--- config.mk ---
export PLATFORM = sky130hd
export DESIGN_NAME = ws2812_pixel_pulse_encoder
export DESIGN_NICKNAME = d
export VERILOG_FILES = /design/src/wsppe_pkg.sv /design/src/wsppe_front.sv /design/src/wsppe_queue.sv /design/src/wsppe_back.sv /design/src/ws2812_pixel_pulse_encoder.sv
export VERILOG_INCLUDE_DIRS = /design/src /design/src/src
export SDC_FILE = /design/constraint.sdc
export NUM_CORES = 1
export LEC_CHECK = 0
export BUFFER_PORTS_ARGS = -buffer_cell sky130_fd_sc_hd__buf_4
export CAP_MARGIN = 20
export CORE_UTILIZATION = 30
export CTS_CLUSTER_DIAMETER = 200
export DETAILED_ROUTE_END_ITERATION = 8
export SLEW_MARGIN = 20
export SYNTH_ARGS = -nofsm -noshare
export SYNTH_HDL_FRONTEND = slang
export SYNTH_HIERARCHICAL = 1
export SYNTH_SLANG_ARGS = --single-unit
--- constraint.sdc ---
create_clock -name clk -period 7.5 [get_ports clk]
set_clock_uncertainty 0.15 [all_clocks]
set_input_delay 0.75 -clock clk [delete_from_list [all_inputs] [get_ports clk]]
set_output_delay 0.75 -clock clk [all_outputs]
set_load 0.005 [all_outputs]
--- src/ws2812_pixel_pulse_encoder_defines.svh ---
// assertion macros for the ws2812 pixel pulse encoder
// used by the top level, expects clk and rst in scope
`ifndef WS2812_PIXEL_PULSE_ENCODER_DEFINES_SVH
`define WS2812_PIXEL_PULSE_ENCODER_DEFINES_SVH

// same-cycle implication
`define WSPPE_ASSERT_IMP(label, ante, cons, msg) \
  label: assert property (@(posedge clk) disable iff (rst) (ante) |-> (cons)) \
    else $error(msg);

// next-cycle implication
`define WSPPE_ASSERT_NXT(label, ante, cons, msg) \
  label: assert property (@(posedge clk) disable iff (rst) (ante) |=> (cons)) \
    else $error(msg);

`endif

--- src/wsppe_pkg.sv ---
// shared types, constants and gamma table for the ws2812 pixel pulse encoder
// no dependencies
package wsppe_pkg;

  localparam int DUTY_BITS_DEF  = 16;
  localparam int FIELD_BITS     = 16;
  localparam int CFG_INDEX_BITS = 2;
  localparam int CFG_DATA_BITS  = 16;
  localparam int PIX_BITS       = 24;
  localparam int CNT_BITS       = $clog2(PIX_BITS);
  localparam int QUEUE_DEPTH    = 2;

  localparam logic [CFG_INDEX_BITS-1:0] REG_HIGH_DUTY  = 2'd0;
  localparam logic [CFG_INDEX_BITS-1:0] REG_LOW_DUTY   = 2'd1;
  localparam logic [CFG_INDEX_BITS-1:0] REG_GAMMA_MODE = 2'd2;

  localparam logic [1:0] GAMMA_NONE  = 2'd0;
  localparam logic [1:0] GAMMA_TABLE = 2'd1;
  localparam logic [1:0] GAMMA_QUAD  = 2'd2;

  localparam logic KIND_PIXEL = 1'b0;
  localparam logic KIND_BLANK = 1'b1;

  typedef struct packed {
    logic       kind;
    logic [7:0] red;
    logic [7:0] green;
    logic [7:0] blue;
  } item_t;

  typedef struct packed {
    logic [FIELD_BITS-1:0] duty;
    logic                  last_of_run;
  } result_t;

  typedef struct packed {
    logic                blank;
    logic [PIX_BITS-1:0] bits;
  } word_t;

  typedef struct packed {
    logic                busy;
    logic [CNT_BITS-1:0] cnt;
  } back_status_t;

  localparam logic [7:0] GAMMA_LUT [256] = '{
    8'd0, 8'd0, 8'd0, 8'd0, 8'd0, 8'd0, 8'd0, 8'd0, 8'd0, 8'd0, 8'd0, 8'd0, 8'd1, 8'd1,
    8'd1, 8'd1, 8'd1, 8'd1, 8'd1, 8'd1,
    8'd2, 8'd2, 8'd2, 8'd2, 8'd2, 8'd2, 8'd3, 8'd3, 8'd3, 8'd3, 8'd4, 8'd4, 8'd4, 8'd4,
    8'd5, 8'd5, 8'd5, 8'd5, 8'd6, 8'd6, 8'd6, 8'd7, 8'd7, 8'd7, 8'd8, 8'd8, 8'd8, 8'd9,
    8'd9, 8'd9, 8'd10,
    8'd10, 8'd11, 8'd11, 8'd11, 8'd12, 8'd12, 8'd13, 8'd13, 8'd14, 8'd14, 8'd15, 8'd15,
    8'd16, 8'd16, 8'd17, 8'd17, 8'd18, 8'd18, 8'd19, 8'd19, 8'd20, 8'd20, 8'd21, 8'd21,
    8'd22, 8'd23, 8'd23, 8'd24, 8'd24, 8'd25, 8'd26, 8'd26, 8'd27, 8'd28, 8'd28, 8'd29,
    8'd30, 8'd30, 8'd31, 8'd32, 8'd32, 8'd33, 8'd34, 8'd35, 8'd35, 8'd36, 8'd37, 8'd38,
    8'd38, 8'd39, 8'd40, 8'd41, 8'd42, 8'd42, 8'd43, 8'd44, 8'd45, 8'd46, 8'd47, 8'd47,
    8'd48, 8'd49, 8'd50, 8'd51, 8'd52, 8'd53, 8'd54, 8'd55, 8'd56, 8'd56, 8'd57, 8'd58,
    8'd59, 8'd60, 8'd61, 8'd62, 8'd63, 8'd64, 8'd65, 8'd66, 8'd67, 8'd68, 8'd69, 8'd70,
    8'd71, 8'd73, 8'd74, 8'd75, 8'd76, 8'd77, 8'd78, 8'd79, 8'd80, 8'd81, 8'd82, 8'd84,
    8'd85, 8'd86, 8'd87, 8'd88, 8'd89, 8'd91, 8'd92, 8'd93, 8'd94, 8'd95, 8'd97, 8'd98,
    8'd99, 8'd100, 8'd102, 8'd103, 8'd104, 8'd105, 8'd107, 8'd108, 8'd109, 8'd111,
    8'd112, 8'd113, 8'd115, 8'd116, 8'd117, 8'd119, 8'd120, 8'd121, 8'd123, 8'd124,
    8'd126, 8'd127, 8'd128, 8'd130, 8'd131, 8'd133, 8'd134, 8'd136, 8'd137,
    8'd139, 8'd140, 8'd142, 8'd143, 8'd145, 8'd146, 8'd148, 8'd149, 8'd151, 8'd152,
    8'd154, 8'd155, 8'd157, 8'd158, 8'd160, 8'd162, 8'd163, 8'd165, 8'd166,
    8'd168, 8'd170, 8'd171, 8'd173, 8'd175, 8'd176, 8'd178, 8'd180, 8'd181, 8'd183,
    8'd185, 8'd186, 8'd188, 8'd190, 8'd192, 8'd193, 8'd195, 8'd197, 8'd199,
    8'd200, 8'd202, 8'd204, 8'd206, 8'd207, 8'd209, 8'd211, 8'd213, 8'd215, 8'd217,
    8'd218, 8'd220, 8'd222, 8'd224, 8'd226, 8'd228, 8'd230, 8'd232, 8'd233,
    8'd235, 8'd237, 8'd239, 8'd241, 8'd243, 8'd245, 8'd247, 8'd249, 8'd251, 8'd253, 8'd255
  };

endpackage

--- src/wsppe_front.sv ---
// front end: gamma correction and packing of one item into a 24-bit word
// depends on wsppe_pkg
module wsppe_front (
  input  wsppe_pkg::item_t item,
  input  logic [1:0]       gamma_mode,
  output wsppe_pkg::word_t word
);
  import wsppe_pkg::*;

  function automatic logic [7:0] correct(input logic [7:0] v, input logic [1:0] mode);
    logic [15:0] sq;
    logic [15:0] sum;
    sq  = 16'(v) * 16'(v);
    sum = sq + 16'(v);
    case (mode)
      GAMMA_TABLE: correct = GAMMA_LUT[v];
      GAMMA_QUAD:  correct = sum[15:8];
      default:     correct = v;
    endcase
  endfunction

  // green, red, blue, msb first
  always_comb begin
    word.blank = (item.kind == KIND_BLANK);
    word.bits  = {correct(item.green, gamma_mode),
                  correct(item.red, gamma_mode),
                  correct(item.blue, gamma_mode)};
  end

endmodule

--- src/wsppe_queue.sv ---
// short queue of packed words between front and back
// depends on wsppe_pkg
module wsppe_queue (
  input  logic             clk,
  input  logic             rst,
  input  logic             wr,
  input  wsppe_pkg::word_t wr_data,
  output logic             full,
  input  logic             rd,
  output wsppe_pkg::word_t rd_data,
  output logic             empty
);
  import wsppe_pkg::*;

  localparam int PTR_BITS = (QUEUE_DEPTH > 1) ? $clog2(QUEUE_DEPTH) : 1;
  localparam int CNT_W    = $clog2(QUEUE_DEPTH + 1);

  word_t               slots [QUEUE_DEPTH];
  logic [PTR_BITS-1:0] wr_ptr;
  logic [PTR_BITS-1:0] rd_ptr;
  logic [CNT_W-1:0]    count;
  logic                do_wr;
  logic                do_rd;

  assign full    = (count == CNT_W'(QUEUE_DEPTH));
  assign empty   = (count == '0);
  assign do_wr   = wr && !full;
  assign do_rd   = rd && !empty;
  assign rd_data = slots[rd_ptr];

  always_ff @(posedge clk) begin
    if (rst) begin
      wr_ptr <= '0;
      rd_ptr <= '0;
      count  <= '0;
    end else begin
      if (do_wr) begin
        wr_ptr <= (wr_ptr == PTR_BITS'(QUEUE_DEPTH - 1)) ? '0 : wr_ptr + 1'b1;
      end
      if (do_rd) begin
        rd_ptr <= (rd_ptr == PTR_BITS'(QUEUE_DEPTH - 1)) ? '0 : rd_ptr + 1'b1;
      end
      if (do_wr && !do_rd) begin
        count <= count + 1'b1;
      end else if (do_rd && !do_wr) begin
        count <= count - 1'b1;
      end
    end
  end

  always_ff @(posedge clk) begin
    if (do_wr) begin
      slots[wr_ptr] <= wr_data;
    end
  end

endmodule

--- src/wsppe_back.sv ---
// back end: shifts a word out one bit per cycle as timer compare values
// while the output is not held unpopped; depends on wsppe_pkg
module wsppe_back #(
  parameter int DUTY_BITS = wsppe_pkg::DUTY_BITS_DEF
) (
  input  logic                    clk,
  input  logic                    rst,
  input  logic [DUTY_BITS-1:0]    high_duty,
  input  logic [DUTY_BITS-1:0]    low_duty,
  input  wsppe_pkg::word_t        q_data,
  input  logic                    q_empty,
  output logic                    q_pop,
  output wsppe_pkg::result_t      result,
  output logic                    empty,
  input  logic                    pop,
  output wsppe_pkg::back_status_t status
);
  import wsppe_pkg::*;

  localparam logic [CNT_BITS-1:0] LAST_CNT = CNT_BITS'(PIX_BITS - 1);

  logic                busy;
  logic [CNT_BITS-1:0] cnt;
  logic [PIX_BITS-1:0] shift;
  logic                blank;
  logic                out_vld;
  result_t             out_q;
  logic                advance;
  logic                finish;
  logic [DUTY_BITS-1:0] duty_next;

  assign advance   = busy && (!out_vld || pop);
  assign finish    = advance && (cnt == LAST_CNT);
  assign q_pop     = !q_empty && (!busy || finish);
  assign duty_next = blank ? '0 : (shift[PIX_BITS-1] ? high_duty : low_duty);

  always_ff @(posedge clk) begin
    if (rst) begin
      busy    <= 1'b0;
      cnt     <= '0;
      out_vld <= 1'b0;
    end else begin
      if (advance) begin
        out_vld <= 1'b1;
      end else if (pop) begin
        out_vld <= 1'b0;
      end
      if (q_pop) begin
        busy <= 1'b1;
        cnt  <= '0;
      end else if (finish) begin
        busy <= 1'b0;
        cnt  <= '0;
      end else if (advance) begin
        cnt <= cnt + 1'b1;
      end
    end
  end

  always_ff @(posedge clk) begin
    if (q_pop) begin
      shift <= q_data.bits;
      blank <= q_data.blank;
    end else if (advance) begin
      shift <= {shift[PIX_BITS-2:0], 1'b0};
    end
    if (advance) begin
      out_q.duty        <= FIELD_BITS'(duty_next);
      out_q.last_of_run <= (cnt == LAST_CNT);
    end
  end

  assign result      = out_q;
  assign empty       = !out_vld;
  assign status.busy = busy;
  assign status.cnt  = cnt;

endmodule

--- src/ws2812_pixel_pulse_encoder.sv ---
// top level of the ws2812 pixel pulse encoder: config registers, front, queue, back
// depends on wsppe_pkg, wsppe_front, wsppe_queue, wsppe_back and the defines header
// Each pixel or blank item becomes 24 timer compare values, green, red, blue, msb
// first, with last_of_run set on the 24th. One value leaves per cycle from the back
// serializer unless the output is held, and the next queued item loads as the last
// one finishes, so that serializer sets the rate. The front applies gamma and writes
// a two-entry queue in the cycle an item is taken, so up to two items wait behind
// the one being shifted out. An item's first value passes the queue, the shift
// register and the output register, if the back end is idle and the output is free.
// Config is written through cfg_valid/cfg_ready, which is always ready, and should
// change only while the block is idle.
`include "ws2812_pixel_pulse_encoder_defines.svh"

module ws2812_pixel_pulse_encoder #(
  parameter int DUTY_BITS = wsppe_pkg::DUTY_BITS_DEF
) (
  input  logic                                 clk,
  input  logic                                 rst,
  input  logic                                 push,
  output logic                                 full,
  input  wsppe_pkg::item_t                     item,
  output logic                                 empty,
  input  logic                                 pop,
  output wsppe_pkg::result_t                   result,
  input  logic                                 cfg_valid,
  output logic                                 cfg_ready,
  input  logic [wsppe_pkg::CFG_INDEX_BITS-1:0] cfg_index,
  input  logic [wsppe_pkg::CFG_DATA_BITS-1:0]  cfg_data
);
  import wsppe_pkg::*;

  logic [DUTY_BITS-1:0] high_duty;
  logic [DUTY_BITS-1:0] low_duty;
  logic [1:0]           gamma_mode;
  word_t                front_word;
  word_t                q_data;
  logic                 q_empty;
  logic                 q_pop;
  back_status_t         status;

  assign cfg_ready = 1'b1;

  always_ff @(posedge clk) begin
    if (rst) begin
      high_duty  <= DUTY_BITS'(58);
      low_duty   <= DUTY_BITS'(29);
      gamma_mode <= GAMMA_NONE;
    end else if (cfg_valid && cfg_ready) begin
      case (cfg_index)
        REG_HIGH_DUTY:  high_duty  <= cfg_data[DUTY_BITS-1:0];
        REG_LOW_DUTY:   low_duty   <= cfg_data[DUTY_BITS-1:0];
        REG_GAMMA_MODE: gamma_mode <= cfg_data[1:0];
        default: ;
      endcase
    end
  end

  wsppe_front u_front (
    .item       (item),
    .gamma_mode (gamma_mode),
    .word       (front_word)
  );

  wsppe_queue u_queue (
    .clk     (clk),
    .rst     (rst),
    .wr      (push),
    .wr_data (front_word),
    .full    (full),
    .rd      (q_pop),
    .rd_data (q_data),
    .empty   (q_empty)
  );

  wsppe_back #(
    .DUTY_BITS (DUTY_BITS)
  ) u_back (
    .clk       (clk),
    .rst       (rst),
    .high_duty (high_duty),
    .low_duty  (low_duty),
    .q_data    (q_data),
    .q_empty   (q_empty),
    .q_pop     (q_pop),
    .result    (result),
    .empty     (empty),
    .pop       (pop),
    .status    (status)
  );

  // waiting word gets picked up by an idle back end
  `WSPPE_ASSERT_NXT(a_load_when_idle, !status.busy && !q_empty, status.busy, "queued word skipped")
  // bit counter only moves inside a run
  `WSPPE_ASSERT_IMP(a_cnt_in_run, status.cnt != '0, status.busy, "bit counter set while idle")
  // a full queue always has a word to read
  `WSPPE_ASSERT_IMP(a_full_not_empty, full, !q_empty, "queue full and empty at once")

endmodule
# == Word level (Yosys, flattened, before mapping) ==
# Memories as Yosys holds them, arrays and structs flattened. A register that Yosys moved wholly into a read port is not among the register bits.
# Index checks and enable logic that the tools add are counted.
# word_totals
regBits,87
ram_bits,50
rom_bits,6144
inputBits,48
output_inout_bits,20
word_cells,89
mem_count,4
# memory_table
name,words,word_bits,read_ports,rd_ports_with_merged_regs,wr,line_no,rtl
(no name shown),256,8,1,0,0,wsppe_front.sv:16,GAMMA_TABLE: correct = GAMMA_LUT[v];
(no name shown),256,8,1,0,0,wsppe_front.sv:16,
(no name shown),256,8,1,0,0,wsppe_front.sv:16,
u_queue.slots,2,25,1,1,1,wsppe_queue.sv:18,word_t slots [QUEUE_DEPTH];
# classes
add_sub_neg,8
mul,3
magnitude_cmp,3
eq_ne,6
n_mux,24
n_bitwise,3
n_reduce_logical,25
# op_table
op,count
$add 16x8->16,3
$mul 8x8->16,3
$mux 24,2
$mux 8,6
$pmux 8 s2,3
$ge 9x9->1 const B,3
$not 8->9,3
$mux 16,1
$mux 1,10
$reduce_bool 2->1,4
$logic_and 1x1->1,7
$eq 2x2->1 const B,3
$logic_not 1->1,6
$reduce_and 2->1,3
$add 5x1->5 const B,1
$eq 5x5->1 const B,1
$eq 2x1->1 const B,2
$logic_not 2->1,2
$mux 2,2
$reduce_or 3->1,1
$add 1x1->1 const B,2
$add 2x1->2 const B,1
$logic_or 1x1->1,2
$sub 2x1->2 const B,1

# == Depth between registers and ports, before layout ==
# logic_depth
word_depth,10
depth_mapped,19
depth_no_buf,17

# == Cells and area by module ==
# The synthesis kept the hierarchy.
# by_module_without_submodules
mod,instances,cells_per_inst,area_per_inst_um2,seq_area_each_um2
wsppe_front,1,1462,10533.9,0.0
wsppe_back,1,205,2538.7,1401.3
wsppe_queue,1,103,2018.2,1601.5
ws2812_pixel_pulse_encoder,1,138,1416.4,680.7

# == Least setup slack after synthesis ==
# OpenSTA, ideal clock, no wires.
# synth_timing
path_kind,in2reg
from,input port item[2] (netlist name)
to,"memory u_queue/slots[0][4] (netlist name), data pin"
setup_ns,0.271
arrival_time_ns,5.118
required_ns,7.079
path_slack_ns,1.960
path_stages,18
n_path_buf,3
cell_sequence,clkbuf_1 inv_1 buf_2 buf_1 nor2_1 fa_1 fa_1 fa_1 inv_1 fa_1 inv_1 ha_1 o21ai_0 o21ai_1 o221a_2 or3_1 a311oi_1 o21ai_1
# synth_rtl
element,line_no,rtl
"start, declared",ws2812_pixel_pulse_encoder.sv:21,"input wsppe_pkg::item_t item,"
"end, declared",wsppe_queue.sv:18,

==> metrics <==
outcome completed; VDD IR max 154 uV; number of H-tree levels 4; CORE AREA 54000 um2; number of antenna diodes 0; slew margin rel. 0.323; Setup crit end kind register; Register Area 3680 um2; via-per-instance ratio 5.49; Initial Util 0.305; crit path DAT 5.55 ns; drt first pass iters 6; final hold vios 0; commonest cells after routing, fill and taps aside inv_1 (216), nor2_1 (148), ha_1 (136); Multi-input gate area 11300 um2; clk_lat worst skew 0.42 ns; drt total wl 45000 um; clk slew on worst S/H paths 0.06 ns; initial antenna violation count 0; Core Rows 85; WL per Instance 17.5 um; Vias 14100; CTS Hold Buffers Added 0; fill count 5528; most common cell after layout, fill and taps aside inv_1; max cap viols 0; Post-Syn Area per Cell 8.65 um2; DRT iter0 DRCs 1190; post-synthesis cell count 1907; CP startpoint kind input port; first-pass GRT wire length 72600 um; CP required 7.52 ns; CTS tree done; fin cells 2570; unrepaired setup endpoints after global routing false; fin crit share 0.737; I/O Pins 68; Final Net Count 2141; Layout area overhead 8.72%; GP Congestion 0.921; placed cells 2538; class of the worst hold path reg -> reg; Slew @ Worst Pin 1.01 ns; vias in the first global route 13400; setup TNS 0 ns; # clock sinks 138; total setup buffers inserted after CTS 0; Final setup viols 0; largest net degree at the start of global routing 69; DRC viols 0; net count after synthesis 2187; DRT antenna net count 0; Total Power 4050 uW; Pins Over Slew Limit 0; Min Clock Period, post-route 5.53 ns; Peak Freq 181 MHz; maximum root-to-sink buffer count 2; dpl hpwl 31900 um; Cell Area, Synth 16500 um2; GRT Residual Overflow 0; number of warnings issued by yosys 6; total CTS buffers 17; final core occ 0.332; crit-path max FO 23; Pwr per Cell Area 226 nW/um2; CTS root buffer clkbuf_16; # port buffers 66; DIE AREA 55900 um2; critical path class in -> reg; Tot GR Track Use 0.158; ratio of cells with drive above 1 in the final layout 0.110; Die X 237 um; die height 237 um; Post-CTS Resized 0; leakage 0.00762 uW
==> sequential cells by signal (all words and copies together), names as in the netlist, named ones only <==
register	count
u_back/busy	1
u_queue/count	2
high_duty	16
u_back/result	17
low_duty	16
u_back/out_vld	1
u_queue/wr_ptr	1
u_queue/rd_ptr	1
u_back/blank	1
u_back/cnt	5
u_queue/slots	50
gamma_mode	2
u_back/shift	24
==> worst max-delay path, stage by stage <==
cell	delay (ns)
buf_4	0.26
inv_1	0.38
nor2_1	0.31
inv_1	0.16
fa_1	0.56
inv_1	0.07
fa_1	0.49
fa_1	0.49
inv_1	0.05
fa_1	0.47
inv_1	0.04
ha_1	0.31
nand2_1	0.07
a211oi_2	0.32
o311ai_1	0.19
a21oi_1	0.27
o221ai_1	0.16
nand2b_1	0.18
==> report_power, final <==
part	switching (uW)	internal, uW
Combinational	1200	844
Clock	335	516
Sequential	99.5	1050
Total	1630	2410
==> final cells by class <==
| cell class | instances | area share |
|---|---|---|
| clock buffer | 18 | 0.0251 |
| clock inverter | 14 | 0.00886 |
| inverter | 232 | 0.0485 |
| multi-input combinational | 1392 | 0.630 |
| sequential | 138 | 0.205 |
| tap | 696 | 0.0485 |
| timing repair buffer | 80 | 0.0335 |
==> metrics by stage <==
step / hold slack, ns / area (um2) / setup WS, ns
2_1_floorplan: 0.298 / 16500 / 1.96
3_3_place_gp: 0.308 / 17300 / 1.69
3_5_place_dp: 0.315 / 17300 / 1.60
4_1_cts: 0.327 / 17900 / 2.04
5_1_grt: 0.343 / 17900 / 1.71
6_report: 0.321 / 17900 / 1.97
==> path summary, 6_finish.rpt <==
kind / start / to / slack (ns) / depth (start not counted)
worst max-delay path: item[5] / u_queue/slots[1][7] / 1.97 / 18
worst min-delay path: low_duty[10] / low_duty[10] / 0.32 / 2
worst max register to register: u_back/busy / u_queue/count[1] / 4.09 / 7
worst min register to register: low_duty[10] / low_duty[10] / 0.32 / 2
==> metal layers <==
layer | routed length [um] | GRT usage
met1 | 21100 | 0.226
met2 | 20600 | 0.250
met3 | 2580 | 0.0170
met4 | 745 | 0.0425
met5 | 0 | 0
(Power assumes the default switching activity.)
